===== src/sv/b64e_pkg.sv =====
`default_nettype none

package b64e_pkg;

	localparam int unsigned LINE_CHARS = 76;
	localparam int unsigned MAX_CHARS  = 6;

	localparam logic [6:0] LINE_LIMIT = 7'(LINE_CHARS);

	localparam logic [1:0] MODE_STD  = 2'd0;
	localparam logic [1:0] MODE_MIME = 2'd1;
	localparam logic [1:0] MODE_URL  = 2'd2;

	localparam logic [7:0] CHAR_PAD = 8'h3d;
	localparam logic [7:0] CHAR_CR  = 8'h0d;
	localparam logic [7:0] CHAR_LF  = 8'h0a;

	typedef struct packed {
		logic [MAX_CHARS-1:0][7:0] chars;
		logic [2:0]                count;
		logic                      fin;
	} burst_t;

	function automatic logic [7:0] sextet(input logic [5:0] v, input logic url);
		logic [7:0] c;
		if (v < 6'd26) begin
			c = 8'h41 + 8'(v);
		end else if (v < 6'd52) begin
			c = 8'h61 + 8'(v - 6'd26);
		end else if (v < 6'd62) begin
			c = 8'h30 + 8'(v - 6'd52);
		end else if (v == 6'd62) begin
			c = url ? 8'h2d : 8'h2b;
		end else begin
			c = url ? 8'h5f : 8'h2f;
		end
		return c;
	endfunction

endpackage

`default_nettype wire


===== src/sv/b64e_group_enc.sv =====
`default_nettype none

module b64e_group_enc import b64e_pkg::*; (
	input  wire logic       clk,
	input  wire logic       arst_n,
	input  wire logic [1:0] mode,
	input  wire logic       in_valid,
	output logic            in_ready,
	input  wire logic [7:0] data_byte,
	input  wire logic       final_byte,
	output logic            burst_valid,
	output burst_t          burst,
	input  wire logic       burst_take
);

	logic       valid_s1;
	logic [7:0] byte_s1;
	logic       fin_s1;

	logic [1:0] pos_q;
	logic [3:0] carry_q;
	logic [6:0] line_q;

	logic [1:0] pos_n;
	logic [3:0] carry_n;
	logic [6:0] line_n;
	logic [6:0] line_base;
	logic [MAX_CHARS-1:0][7:0] slots;
	logic [2:0] n;
	logic       url;
	logic       pad;
	logic       mime;

	assign in_ready    = !valid_s1 || burst_take;
	assign burst_valid = valid_s1;

	always_ff @(posedge clk or negedge arst_n) begin
		if (!arst_n) begin
			valid_s1 <= 1'b0;
		end else if (in_valid && in_ready) begin
			valid_s1 <= 1'b1;
		end else if (burst_take) begin
			valid_s1 <= 1'b0;
		end
	end

	always_ff @(posedge clk) begin
		if (in_valid && in_ready) begin
			byte_s1 <= data_byte;
			fin_s1  <= final_byte;
		end
	end

	always_comb begin
		url       = (mode == MODE_URL);
		pad       = !url;
		mime      = (mode == MODE_MIME);
		n         = 3'd0;
		slots     = '0;
		pos_n     = pos_q;
		carry_n   = carry_q;
		line_n    = line_q;
		line_base = line_q;
		case (pos_q)
			2'd0: begin
				if (mime) begin
					if (line_q >= LINE_LIMIT) begin
						slots[n] = CHAR_CR;
						n = n + 3'd1;
						slots[n] = CHAR_LF;
						n = n + 3'd1;
						line_base = 7'd0;
					end
					line_n = line_base + 7'd4;
				end
				slots[n] = sextet(byte_s1[7:2], url);
				n = n + 3'd1;
				carry_n = {2'b00, byte_s1[1:0]};
				pos_n   = 2'd1;
				if (fin_s1) begin
					slots[n] = sextet({byte_s1[1:0], 4'b0000}, url);
					n = n + 3'd1;
					if (pad) begin
						slots[n] = CHAR_PAD;
						n = n + 3'd1;
						slots[n] = CHAR_PAD;
						n = n + 3'd1;
					end
				end
			end
			2'd1: begin
				slots[n] = sextet({carry_q[1:0], byte_s1[7:4]}, url);
				n = n + 3'd1;
				carry_n = byte_s1[3:0];
				pos_n   = 2'd2;
				if (fin_s1) begin
					slots[n] = sextet({byte_s1[3:0], 2'b00}, url);
					n = n + 3'd1;
					if (pad) begin
						slots[n] = CHAR_PAD;
						n = n + 3'd1;
					end
				end
			end
			default: begin
				slots[n] = sextet({carry_q, byte_s1[7:6]}, url);
				n = n + 3'd1;
				slots[n] = sextet(byte_s1[5:0], url);
				n = n + 3'd1;
				carry_n = 4'd0;
				pos_n   = 2'd0;
			end
		endcase
		if (fin_s1) begin
			pos_n   = 2'd0;
			carry_n = 4'd0;
			line_n  = 7'd0;
		end
	end

	assign burst.chars = slots;
	assign burst.count = n;
	assign burst.fin   = fin_s1;

	always_ff @(posedge clk or negedge arst_n) begin
		if (!arst_n) begin
			pos_q   <= 2'd0;
			carry_q <= 4'd0;
			line_q  <= 7'd0;
		end else if (burst_take) begin
			pos_q   <= pos_n;
			carry_q <= carry_n;
			line_q  <= line_n;
		end
	end

endmodule

`default_nettype wire


===== src/sv/b64e_char_buf.sv =====
`default_nettype none

module b64e_char_buf import b64e_pkg::*; (
	input  wire logic       clk,
	input  wire logic       arst_n,
	input  wire logic       burst_valid,
	input  wire burst_t     burst,
	output logic            burst_take,
	output logic            out_valid,
	input  wire logic       out_ready,
	output logic [7:0]      out_char,
	output logic            run_last,
	output logic            text_end
);

	logic [MAX_CHARS-1:0][7:0] chars_q;
	logic [2:0]                rem_q;
	logic                      fin_q;

	assign out_valid  = (rem_q != 3'd0);
	assign run_last   = (rem_q == 3'd1);
	assign text_end   = run_last && fin_q;
	assign out_char   = chars_q[0];
	assign burst_take = burst_valid && ((rem_q == 3'd0) || (run_last && out_ready));

	always_ff @(posedge clk or negedge arst_n) begin
		if (!arst_n) begin
			rem_q <= 3'd0;
		end else if (burst_take) begin
			rem_q <= burst.count;
		end else if (out_valid && out_ready) begin
			rem_q <= rem_q - 3'd1;
		end
	end

	// advance one character per output transfer
	always_ff @(posedge clk) begin
		if (burst_take) begin
			chars_q <= burst.chars;
			fin_q   <= burst.fin;
		end else if (out_valid && out_ready) begin
			chars_q <= {8'h00, chars_q[MAX_CHARS-1:1]};
		end
	end

endmodule

`default_nettype wire


===== src/sv/base64_stream_encoder.sv =====
// Base64 encoder, one message byte per input transfer and one character per
// output transfer. encoding_mode (cfg_we/cfg_wdata) selects standard padded
// (0, and also 3), MIME with CR LF before a group once the line holds 76 or
// more characters (1), or URL-safe without padding (2); write it only while
// the block is idle. final_byte closes the message: the partial group is
// completed, padded where the mode pads, and text_end marks its last
// character. run_last marks the last character caused by each byte. A byte
// yields one to six characters, which leave at one per cycle while out_ready is
// high, so throughput is set by the character output; line breaks and padding
// add characters. A byte is registered in the input register, then its
// characters are built and loaded into the output buffer once it takes them;
// the next byte can enter the input register while the previous byte's characters leave.
`default_nettype none

module base64_stream_encoder import b64e_pkg::*; (
	input  wire logic       clk,
	input  wire logic       arst_n,
	input  wire logic       cfg_we,
	input  wire logic [1:0] cfg_wdata,
	input  wire logic       in_valid,
	output logic            in_ready,
	input  wire logic [7:0] data_byte,
	input  wire logic       final_byte,
	output logic            out_valid,
	input  wire logic       out_ready,
	output logic [7:0]      out_char,
	output logic            run_last,
	output logic            text_end
);

	logic [1:0] mode_q;
	logic       burst_valid;
	logic       burst_take;
	burst_t     burst;

	always_ff @(posedge clk or negedge arst_n) begin
		if (!arst_n) begin
			mode_q <= MODE_STD;
		end else if (cfg_we) begin
			mode_q <= cfg_wdata;
		end
	end

	b64e_group_enc u_group_enc (
		.clk         (clk),
		.arst_n      (arst_n),
		.mode        (mode_q),
		.in_valid    (in_valid),
		.in_ready    (in_ready),
		.data_byte   (data_byte),
		.final_byte  (final_byte),
		.burst_valid (burst_valid),
		.burst       (burst),
		.burst_take  (burst_take)
	);

	b64e_char_buf u_char_buf (
		.clk         (clk),
		.arst_n      (arst_n),
		.burst_valid (burst_valid),
		.burst       (burst),
		.burst_take  (burst_take),
		.out_valid   (out_valid),
		.out_ready   (out_ready),
		.out_char    (out_char),
		.run_last    (run_last),
		.text_end    (text_end)
	);

	a_stall_has_output: assert property (@(posedge clk) disable iff (!arst_n)
		!in_ready |-> out_valid)
		else $error("input stalled with no character pending");

	a_run_continues: assert property (@(posedge clk) disable iff (!arst_n)
		(out_valid && out_ready && !run_last) |=> out_valid)
		else $error("character run ended without run_last");

	a_end_is_last: assert property (@(posedge clk) disable iff (!arst_n)
		(out_valid && text_end) |-> run_last)
		else $error("text_end without run_last");

endmodule

`default_nettype wire

===== config.mk =====
export PLATFORM = sky130hd
export DESIGN_NAME = base64_stream_encoder
export DESIGN_NICKNAME = d
export VERILOG_FILES = /design/src/sv/b64e_pkg.sv /design/src/sv/b64e_group_enc.sv /design/src/sv/b64e_char_buf.sv /design/src/sv/base64_stream_encoder.sv
export SDC_FILE = /design/constraint.sdc
export NUM_CORES = 1
export LEC_CHECK = 0
export BUFFER_PORTS_ARGS = -buffer_cell sky130_fd_sc_hd__buf_2
export CAP_MARGIN = 10
export CORE_MARGIN = 1.5
export CORE_UTILIZATION = 25
export DETAILED_ROUTE_END_ITERATION = 16
export HOLD_SLACK_MARGIN = 0.15
export PLACE_DENSITY_LB_ADDON = 0.3
export SLEW_MARGIN = 40
export SYNTH_ARGS = -nofsm -noshare
export SYNTH_HDL_FRONTEND = slang
export SYNTH_SLANG_ARGS = --single-unit

===== constraint.sdc =====
create_clock -name clk -period 2.8 [get_ports clk]
set_input_delay 0.42 -clock clk [delete_from_list [all_inputs] [get_ports clk]]
set_output_delay 0.42 -clock clk [all_outputs]
set_load 0.1 [all_outputs]

# Yosys cells after proc, flatten, opt, wreduce, memory -nomap -nowiden
# Index checks and enable logic that the tools add are counted.
op_classes:
  addsub: 36
  n_mul: 0
  div: 0
  magnitude_cmp: 27
  n_eq_ne: 8
  shift: 0
  muxes: 71
  bitwise_logic: 6
  reduce_logical: 20
ops:
  columns: ["operator", "n"]
  rows:
  - ["$mux W8", 29]
  - ["$mux W48", 4]
  - ["$bwmux W48", 2]
  - ["$demux W8 S3", 4]
  - ["$lt A6 B6 Y1 const B", 12]
  - ["$or A30 B30 Y30", 2]
  - ["$mux W7", 7]
  - ["$add A6 B8 Y8 const A", 6]
  - ["$add A7 B6 Y8 const A", 6]
  - ["$add A7 B8 Y8 const A", 6]
  - ["$mux W16", 3]
  - ["$sub A6 B5 Y7 const B", 6]
  - ["$sub A6 B6 Y7 const B", 6]
  - ["$and A18 B18 Y18", 2]
  - ["$lt A6 B5 Y1 const B", 6]
  - ["$not A18 Y18", 2]
  - ["$pmux W16 S2", 1]
  - ["$eq A6 B6 Y1 const B", 4]
  - ["$mux W24", 1]
  - ["$mux W3", 7]
  - ["$lt A3 B4 Y1 const B", 4]
  - ["$pmux W8 S2", 1]
  - ["$add A3 B1 Y3 const B", 4]
  - ["$ge A3 B1 Y1 const B", 4]
  - ["other kinds (22)", 39]
totals:
  ff_bits: 77
  latchBits: 0
  ramBits: 0
  mem_bits_ro: 0
  inputBits: 16
  out_inout_bits: 12
  elab_cells: 183
  mem_count: 0

# Depth between registers and ports, before layout
# Gate-level depths: netlist of the first run.
depth:
  depth_word: 17
  ltp_mapped: 12
  ltp_nobuf: 11

# By module
# From an unflattened synthesis of the first run, not the netlist that was laid out.
hier_totals:
  cells_unflattened: 671
  hier_area_um2: 6424.9
by_module_without_submodules:
  columns: ["module", "instances", "cells_per_inst", "area_each_um2"]
  rows:
  - ["b64e_group_enc", 1, 529, 4027.6]
  - ["b64e_char_buf", 1, 138, 2324.7]
  - ["base64_stream_encoder", 1, 4, 72.6]

# Worst setup path before layout of the first run
# Ideal clock, no wire load.
synth_path:
  path_type: "flip-flop to flip-flop"
  startpoint: "reg u_char_buf.rem_q[1]"
  endpoint: "reg u_group_enc.byte_s1[0] (enable)"
  setup_time_ps: 338
  arrival_time_ps: 3318
  t_required_ps: 2462
  path_slack_ps: -856
  path_stages_with_launch: 7
  path_buffers: 0
  synth_period_minus_slack_ps: 3656
  cell_sequence: "dfrtp_1 inv_1 ha_1 nor2b_1 nand2_1 nand3_1 and2_1"
synth_between:
  elab_chain_len: 6
synth_lines:
  columns: ["item", "line", "text"]
  rows:
  - ["start, declared", "b64e_char_buf.sv:17", "logic [2:0] rem_q;"]
  - ["start signal, assigned", "b64e_char_buf.sv:30", "rem_q <= burst.count;"]
  - ["start signal, assigned", "b64e_char_buf.sv:32", "rem_q <= rem_q - 3'd1;"]
  - ["$eq A3 B1 Y1", "b64e_char_buf.sv:21", "assign run_last = (rem_q == 3'd1);"]
  - ["named net run_last", "base64_stream_encoder.sv:27", "output logic run_last,"]
  - ["$logic_and A1 B1 Y1", "b64e_char_buf.sv:24", "assign burst_take = burst_valid && ((rem_q == 3'd0) || (run_last && out_ready));"]
  - ["$logic_or A1 B1 Y1", "b64e_char_buf.sv:24", null]
  - ["$logic_and A1 B1 Y1", "b64e_char_buf.sv:24", null]
  - ["$logic_or A1 B1 Y1", "b64e_group_enc.sv:34", "assign in_ready = !valid_s1 || burst_take;"]
  - ["named net in_ready", "base64_stream_encoder.sv:21", "output logic in_ready,"]
  - ["$logic_and A1 B1 Y1", "b64e_group_enc.sv:48", "if (in_valid && in_ready) begin"]
  - ["end signal, assigned", "b64e_group_enc.sv:49", "byte_s1 <= data_byte;"]
  - ["end, declared", "b64e_group_enc.sv:17", "logic [7:0] byte_s1;"]
# The timed path passes the listed nets, and every way through them passes these cells.
# A chain may end at the register's enable or synchronous reset.

# Worst setup path in the final report of the first run
layout_path:
  startpoint: "reg u_group_enc.byte_s1[5]"
  endpoint: "reg u_char_buf.chars_q, in the netlist u_char_buf.out_char[6] (data pin)"
layout_between:
  elab_chain_len: 14
layout_lines:
  columns: ["item", "line", "text"]
  rows:
  - ["$sub A6 B6 Y7 or $eq A6 B6 Y1 (tied branches)", "b64e_pkg.sv:31, b64e_pkg.sv:32", null]
  - ["$add A6 B8 Y8 or $mux W8 (tied branches)", "b64e_pkg.sv:31, b64e_pkg.sv:32", null]
  - ["$mux W8", "b64e_pkg.sv:30", "end else if (v < 6'd62) begin"]
  - ["$mux W8", "b64e_pkg.sv:28", "end else if (v < 6'd52) begin"]
  - ["$mux W8", "b64e_pkg.sv:26", "if (v < 6'd26) begin"]
  - ["$mux W8", "b64e_group_enc.sv:64", "case (pos_q)"]
  - ["$bwmux W48", "b64e_group_enc.sv:76", "slots[n] = sextet(byte_s1[7:2], url);"]
  - ["$bwmux W48", "b64e_group_enc.sv:81", "slots[n] = sextet({byte_s1[1:0], 4'b0000}, url);"]
  - ["$and A18 B18 Y18 (no line) (2 in series)", null, null]
  - ["$mux W48", "b64e_group_enc.sv:83", "if (pad) begin"]
  - ["$mux W48", "b64e_group_enc.sv:80", "if (fin_s1) begin"]
  - ["$pmux W16 S2 *", "b64e_group_enc.sv:64", null]
  - ["$mux W48 *", "b64e_char_buf.sv:38", "if (burst_take) begin"]
  - ["end signal, assigned", "b64e_char_buf.sv:39", "chars_q <= burst.chars;"]
  - ["end signal, assigned", "b64e_char_buf.sv:42", "chars_q <= {8'h00, chars_q[MAX_CHARS-1:1]};"]
  - ["end, declared", "b64e_char_buf.sv:16", "logic [MAX_CHARS-1:0][7:0] chars_q;"]
# Every way passes the cells marked *; elsewhere a longest branch is shown, timed or not. The select of a mux whose other input is x is not followed.

==> results.py, run 1 <==
metrics = {
    "pwr": {
        "switching_share": 0.488,
        "vdd_drop_max_mv": 0.340,
        "seq_power_share": 0.241,
        "comb_power_share": 0.589,
        "pwr_density_cell_nw_per_um2": 1060,
        "clockPowerShare": 0.170,
        "p_leak_uw": 0.00252,
        "power.switching_uw": 3300,
        "intPower_uw": 3450,
    },
    "clocking": {
        "cts_root_buffer": "clkbuf_16",
        "clk_pin_slew_worst_paths_ps": 60,
        "cts_tree": "yes",
        "h-tree-depth": 3,
        "cts_buffer_depth": 2,
        "insertion_delay_ps": 340,
        "cts_num_sinks": 59,
        "cts_buffers": 9,
    },
    "timing": {
        "clock_skew_ps": 11.3,
        "fin_crit_ps": 2670,
        "setup_tns_ps": 0,
        "finalSetupViolations": 0,
        "worstMarginPinSlew_ps": 673,
        "fin_ws_ps": 135,
        "finalCritPeriodShare": 0.952,
        "slew_headroom": 0.546,
        "fmax_mhz": 375,
        "finalHoldViolCount": 0,
        "maxSlewViolCount": 0,
        "rsz0062_at_grt": "false",
    },
    "global_route": {
        "grt_pass1_vias": 4646,
        "grt_usage": 0.156,
        "grt_pass1_wl_microns": 26500,
        "grt_max_degree": 31,
        "grt_overflow": 0,
        "antenna_found_initial": 0,
    },
    "critical_path": {
        "reg2reg_setup_slack_ps": 130,
        "crit_type": "reg2reg",
        "startpoint_type": "flop",
        "arrival_ps": 2850,
        "worst_setup_path_end_kind": "flop",
        "rr_endpoint": "u_char_buf.out_char[6]",
        "cp_max_fo": 6,
        "r2r_cells": 11,
        "r2r_start": "u_group_enc.byte_s1[5]",
        "required_ps": 2980,
    },
    "logic_synthesis": {
        "yosysTopAreaCellShare": 0.235,
        "synth-seq-cells": 59,
        "synth_commonest_cells": "nand2_1, ha_1, a21oi_1, edfxtp_1, nor2_1",
        "synth_area_sq_um": 5380,
        "synthDistinctLibCells": 77,
        "synth_edf_count": 42,
        "yosys.area.top_type": "edfxtp_1",
        "syn_avg_cell_area_sq_um": 8.74,
        "ys_async_sr_fraction": 0.288,
        "synth_most_common_cell": "nand2_1",
        "synth_flop_cell": "edfxtp_1",
        "syn_inst": 615,
        "ys_warn_count": 0,
        "synth_seq_area_share": 0.314,
        "syn_nets": 681,
        "synthTopCellsByArea": "edfxtp_1, ha_1, dfrtp_1",
    },
    "routing": {
        "drt-initial-drc-count": 474,
        "drc": 0,
        "wire_per_inst_microns": 18.2,
        "vias": 4930,
        "ant_nets": 0,
        "drtPass1Iterations": 5,
        "via_per_inst": 5.23,
        "finalWirelength_microns": 17100,
    },
    "floorplan": {
        "rows": 53,
        "die-area_sq_um": 22400,
        "io_pins": 28,
        "start_util": 0.255,
        "die_y_microns": 150,
        "die_x_microns": 150,
        "core_area_sq_um": 21100,
    },
    "placement": {
        "io_buffers": 27,
        "dp_hpwl_microns": 13000,
        "pre_cts_ws_ps": 181,
        "place.gp.congestion": 0.902,
        "place_inst": 922,
    },
    "layout": {
        "instances_no_fill": 943,
        "drive_above_1_share": 0.172,
        "final_nets": 729,
        "antenna_cells": 0,
        "fin_util": 0.301,
        "syn_to_final_growth_pct": 18.1,
    },
    "min_path": {
        "min_from": "data_byte[5]",
        "timing.hold.worst_path_depth": 1,
        "min_path_type": "in2reg",
        "holdPathEnd": "u_group_enc.byte_s1[5]",
    },
    "run": {
        "max_cap_violations": 0,
    },
    "run_status": {
        "status": "complete, no violations",
    },
}
[final cells by class]
| cell class | count | area (sq um) |
|---|---|---|
| fillers | 2224 | 14700 |
| multi-input cells | 488 | 3380 |
| flip-flops and latches | 59 | 1690 |
| repair buffers | 79 | 541 |
| well taps | 275 | 344 |
| clock buffers | 15 | 299 |
| inverters | 26 | 98.8 |
| clock inverters | 1 | 5.00 |
[placed cells by master, fill, tap and decap left out, types with 9 or more instances in the layout]
| cell | netlist | final |
|---|---|---|
| nand2_1 | 65 | 65 |
| ha_1 | 50 | 50 |
| buf_4 | 12 | 50 |
| a21oi_1 | 44 | 44 |
| edfxtp_1 | 42 | 42 |
| nor2_1 | 42 | 41 |
| xnor2_1 | 29 | 29 |
| o21ai_0 | 27 | 27 |
| buf_2 | 15 | 27 |
| inv_1 | 20 | 20 |
| dfrtp_1 | 17 | 17 |
| nand3_1 | 17 | 16 |
| nor3_1 | 16 | 16 |
| xor2_1 | 15 | 15 |
| a31oi_1 | 15 | 15 |
| nand4_1 | 11 | 11 |
| and2_1 | 10 | 10 |
| clkbuf_16 | 0 | 10 |
| nand2b_1 | 10 | 9 |
[routing by layer]
| layer | global-route usage | vias to the layer above | part of all wire |
|---|---|---|---|
| li1 | - | 2373 | - |
| met1 | 0.218 | 2358 | 0.48 |
| met2 | 0.243 | 171 | 0.45 |
| met3 | 0.0241 | 28 | 0.057 |
| met4 | 0.0559 | 0 | 0.022 |
| met5 | 0 | - | 0 |
[power groups by stage]
stage               Combinational, uW  Clock [uW]  Sequential, uW
floorplan                        3020           0            1510
global placement                 3930           0            1650
detailed placement               3910           0            1640
CTS                              3930        1160            1630
global route                     4320        1180            1670
finish                           3980        1140            1630
[registers in the layout, indices dropped and copies added, names as in the netlist]
name / flops
u_char_buf.rem_q: 3
u_group_enc.burst_valid: 1
u_group_enc.line_q: 5
mode_q: 2
u_group_enc.carry_q: 4
u_char_buf.fin_q: 1
u_group_enc.fin_s1: 1
u_group_enc.byte_s1: 8
u_char_buf.chars_q: 24
u_char_buf.out_char: 8
u_group_enc.pos_q: 2
[worst max path at each step]
stage / start / slack, ps / to
3_3_place_gp: u_group_enc.byte_s1[6] / 180 / u_char_buf.out_char[2]
3_5_place_dp: u_group_enc.byte_s1[5] / 180 / u_char_buf.out_char[6]
6_report: u_group_enc.byte_s1[5] / 130 / u_char_buf.out_char[6]
2_1_floorplan: u_char_buf.rem_q[1] / 30 / u_group_enc.byte_s1[0]
5_1_grt: u_group_enc.byte_s1[5] / 20 / u_char_buf.chars_q[22]
4_1_cts: u_group_enc.byte_s1[5] / 150 / u_char_buf.out_char[6]
[cells by family after synthesis]
| group | synth area share |
|---|---|
| simple gates | 0.197 |
| compound gates | 0.225 |
| buf+inv | 0.0610 |
| flops | 0.314 |
| fa+ha+maj | 0.116 |
| xor+xnor | 0.0747 |
| mux | 0.0121 |
[timing repair]
item / CTS / global route
endpoints found under the setup margin: 0 / 5
setup buffers: 0 / 4
endpoints found under the hold margin: 17 / 0
hold buffers: 1 / 0
gates resized for setup: 0 / 2
[stage by stage]
step | area (sq um) | hold slack [ps] | total power (uW)
after global routing | 6350 | 248 | 7170
final | 6350 | 248 | 6750
after global placement | 6000 | 389 | 5580
after detailed placement | 6000 | 395 | 5550
after CTS | 6320 | 245 | 6720
after floorplan | 5390 | 124 | 4530
[critical path, cell delays in order, from the launching register on]
cell and delay, ps:
edfxtp_1 430, inv_1 160, ha_1 240, a21oi_1 260, xnor2_1 120, ha_1 230, or3b_1 350, a22oi_1 150
nor3_1 70, a41oi_1 180, o21ai_1 140, o211ai_2 180
No activity file was read; power rests on OpenSTA's default activity.
==> inputs of run 2 (changes only) <==
--- a/config.mk
+++ b/config.mk
@@ -12,5 +12,5 @@
 export DETAILED_ROUTE_END_ITERATION = 16
 export HOLD_SLACK_MARGIN = 0.15
-export PLACE_DENSITY_LB_ADDON = 0.3
+export PLACE_DENSITY = 0.39
 export SLEW_MARGIN = 40
 export SYNTH_ARGS = -nofsm -noshare
==> constraint.sdc (replaced) <==
create_clock -name clk -period 2.8 [get_ports clk]
set_input_delay 0.14 -clock clk [delete_from_list [all_inputs] [get_ports clk]]
set_output_delay 0.14 -clock clk [all_outputs]
set_load 0.1 [all_outputs]
==> run 2 against run 1 <==
Hold slack gained 37 ps. Clock skew down 3.5 ps. Sequential power about the same. Combinational power rose by 2%. Count of clock-buffer cells in the layout is 4 lower. Critical path type unchanged. Critical endpoint is now u_char_buf.chars_q[14]. Highest routed layer unchanged.
==> results.py, run 2 (synthesis results as in run 1) <==
metrics = {
    "pwr": {
        "clockPowerShare": 0.178,
        "vdd_drop_max_mv": 0.323,
        "seq_power_share": 0.234,
        "total_power_uw": 6890,
        "intPower_uw": 3550,
        "comb_power_share": 0.588,
        "pwr_density_cell_nw_per_um2": 1050,
        "power.switching_uw": 3340,
        "switching_share": 0.484,
        "p_leak_uw": 0.00260,
    },
    "layout": {
        "fin_util": 0.311,
        "mostFrequentLayoutCells": "nand2_1, ha_1, buf_4, a21oi_1, edfxtp_1",
        "final_nets": 745,
        "nFillCells": 2236,
        "syn_to_final_growth_pct": 21.8,
        "antenna_cells": 0,
        "drive_above_1_share": 0.174,
        "largest_reg_flops": 24,
        "largest_register": "u_char_buf.chars_q",
        "final_common_cell": "nand2_1",
        "final_cell_area_sq_um": 6550,
    },
    "critical_path": {
        "startpoint_type": "flop",
        "slowest_delay_ps": 420,
        "worst_setup_path_end_kind": "flop",
        "path_delay_family": "compound AO/OA/AOI/OAI gates",
        "crit_type": "reg2reg",
        "crit_slowest_cell": "edfxtp_1",
        "path_cells": "buf_4 > ha_1 > a21o_1 > xnor2_1 > ha_1 > a2111oi_0 > nor4_1 > a21oi_1 > o221ai_1 > a31oi_1",
        "arrival_ps": 2900,
        "cp_max_fo": 8,
        "worst_path_most_repeated_cell": "ha_1",
        "required_ps": 2970,
        "crit_buf_inv": 1,
    },
    "clocking": {
        "cts_root_buffer": "clkbuf_16",
        "cts_num_sinks": 59,
        "h-tree-depth": 3,
        "cts_buffers": 9,
        "cts_buffer_depth": 2,
        "cts_tree": "yes",
        "clk_pin_slew_worst_paths_ps": 60,
        "insertion_delay_ps": 340,
    },
    "run_status": {
        "status": "complete, no violations",
    },
    "global_route": {
        "grt_overflow": 0,
        "grt_usage": 0.168,
        "antenna_found_initial": 0,
        "grt_max_degree": 34,
        "grt_pass1_vias": 4842,
        "grt_pass1_wl_microns": 28600,
    },
    "run": {
        "max_cap_violations": 0,
    },
    "timing": {
        "finalCritPeriodShare": 0.974,
        "fin_crit_ps": 2730,
        "maxSlewViolCount": 0,
        "worstMarginPinSlew_ps": 754,
        "slew_headroom": 0.497,
        "fmax_mhz": 367,
        "finalSetupViolations": 0,
        "finalHoldViolCount": 0,
        "setup_tns_ps": 0,
        "clock_skew_ps": 7.81,
        "rsz0062_at_grt": "false",
    },
    "placement": {
        "io_buffers": 27,
        "dp_hpwl_microns": 14000,
        "post_dp_cell_area_sq_um": 6050,
        "place.gp.congestion": 0.914,
    },
    "floorplan": {
        "start_util": 0.255,
        "die-area_sq_um": 22400,
        "core_area_sq_um": 21100,
        "io_pins": 28,
        "rows": 53,
        "die_x_microns": 150,
        "die_y_microns": 150,
    },
    "routing": {
        "via_per_inst": 5.21,
        "finalWirelength_microns": 18200,
        "wire_per_inst_microns": 18.9,
        "drt-initial-drc-count": 421,
        "vias": 4996,
        "drtPass1Iterations": 5,
        "drc": 0,
        "ant_nets": 0,
    },
    "min_path": {
        "min_path_type": "in2async",
    },
}
-- run 2: changes by cell type in the layout (fill, tap and decap cells not counted), sizes merged --
cell         previous run  this run
dlygate4sd3             1        17
clkbuf                 15        11
bufinv                  0         2
clkinv                  6         7
inv                    21        22
-- run 2: layer usage --
metal  vias up  global-route usage  part of all wire
met5         -                   0                 0
met4         0              0.0382            0.0083
met3        12              0.0259             0.050
met2       156               0.267              0.46
met1      2434               0.239              0.48
li1       2394                   -                 -
-- run 2: what timing repair did --
action | in CTS | in global routing
gates resized for setup | 0 | 6
hold buffers | 17 | 0
buffers inserted | 0 | 0
endpoints found under the hold margin | 30 | 0
setup endpoints to repair | 0 | 5
-- run 2: worst paths after layout --
path,from,cells past startpoint,endpoint,slack [ps]
worst max-delay path,u_group_enc.byte_s1[3],10,u_char_buf.chars_q[14],70
worst min-delay path,arst_n,2,u_group_enc.carry_q[2],280
worst max register to register,u_group_enc.byte_s1[3],10,u_char_buf.chars_q[14],70
worst min register to register,u_char_buf.chars_q[19],2,u_char_buf.chars_q[11],520
max in group asynchronous,arst_n,2,u_group_enc.pos_q[0],2180
min in group clk,data_byte[1],2,u_group_enc.byte_s1[1],500
-- run 2: metrics by stage --
step	cells	hold slack, ps	worst slack (ps)
after floorplan	615	-156	32.3
after global placement	926	129	97.2
after global routing	959	343	3.65
after CTS	959	303	103
after detailed placement	926	128	105
final	959	285	72.6
-- run 2: final cells by class --
| class | count | area (sq um) | area share |
|---|---|---|---|
| inverters | 26 | 98.8 | 0.0151 |
| clock inverters | 5 | 77.6 | 0.0118 |
| clock buffers | 11 | 243 | 0.0371 |
| multi-input cells | 488 | 3390 | 0.517 |
| well taps | 275 | 344 | 0.0525 |
| flip-flops and latches | 59 | 1690 | 0.257 |
| repair buffers | 95 | 713 | 0.109 |
-- run 2: power by group through the flow --
| stage | clock (uW) | combinational (uW) | sequential (uW) |
|---|---|---|---|
| floorplan | 0 | 3020 | 1510 |
| global placement | 0 | 4020 | 1630 |
| detailed placement | 0 | 3990 | 1630 |
| CTS | 1260 | 4030 | 1620 |
| global route | 1290 | 4430 | 1650 |
| finish | 1220 | 4050 | 1610 |
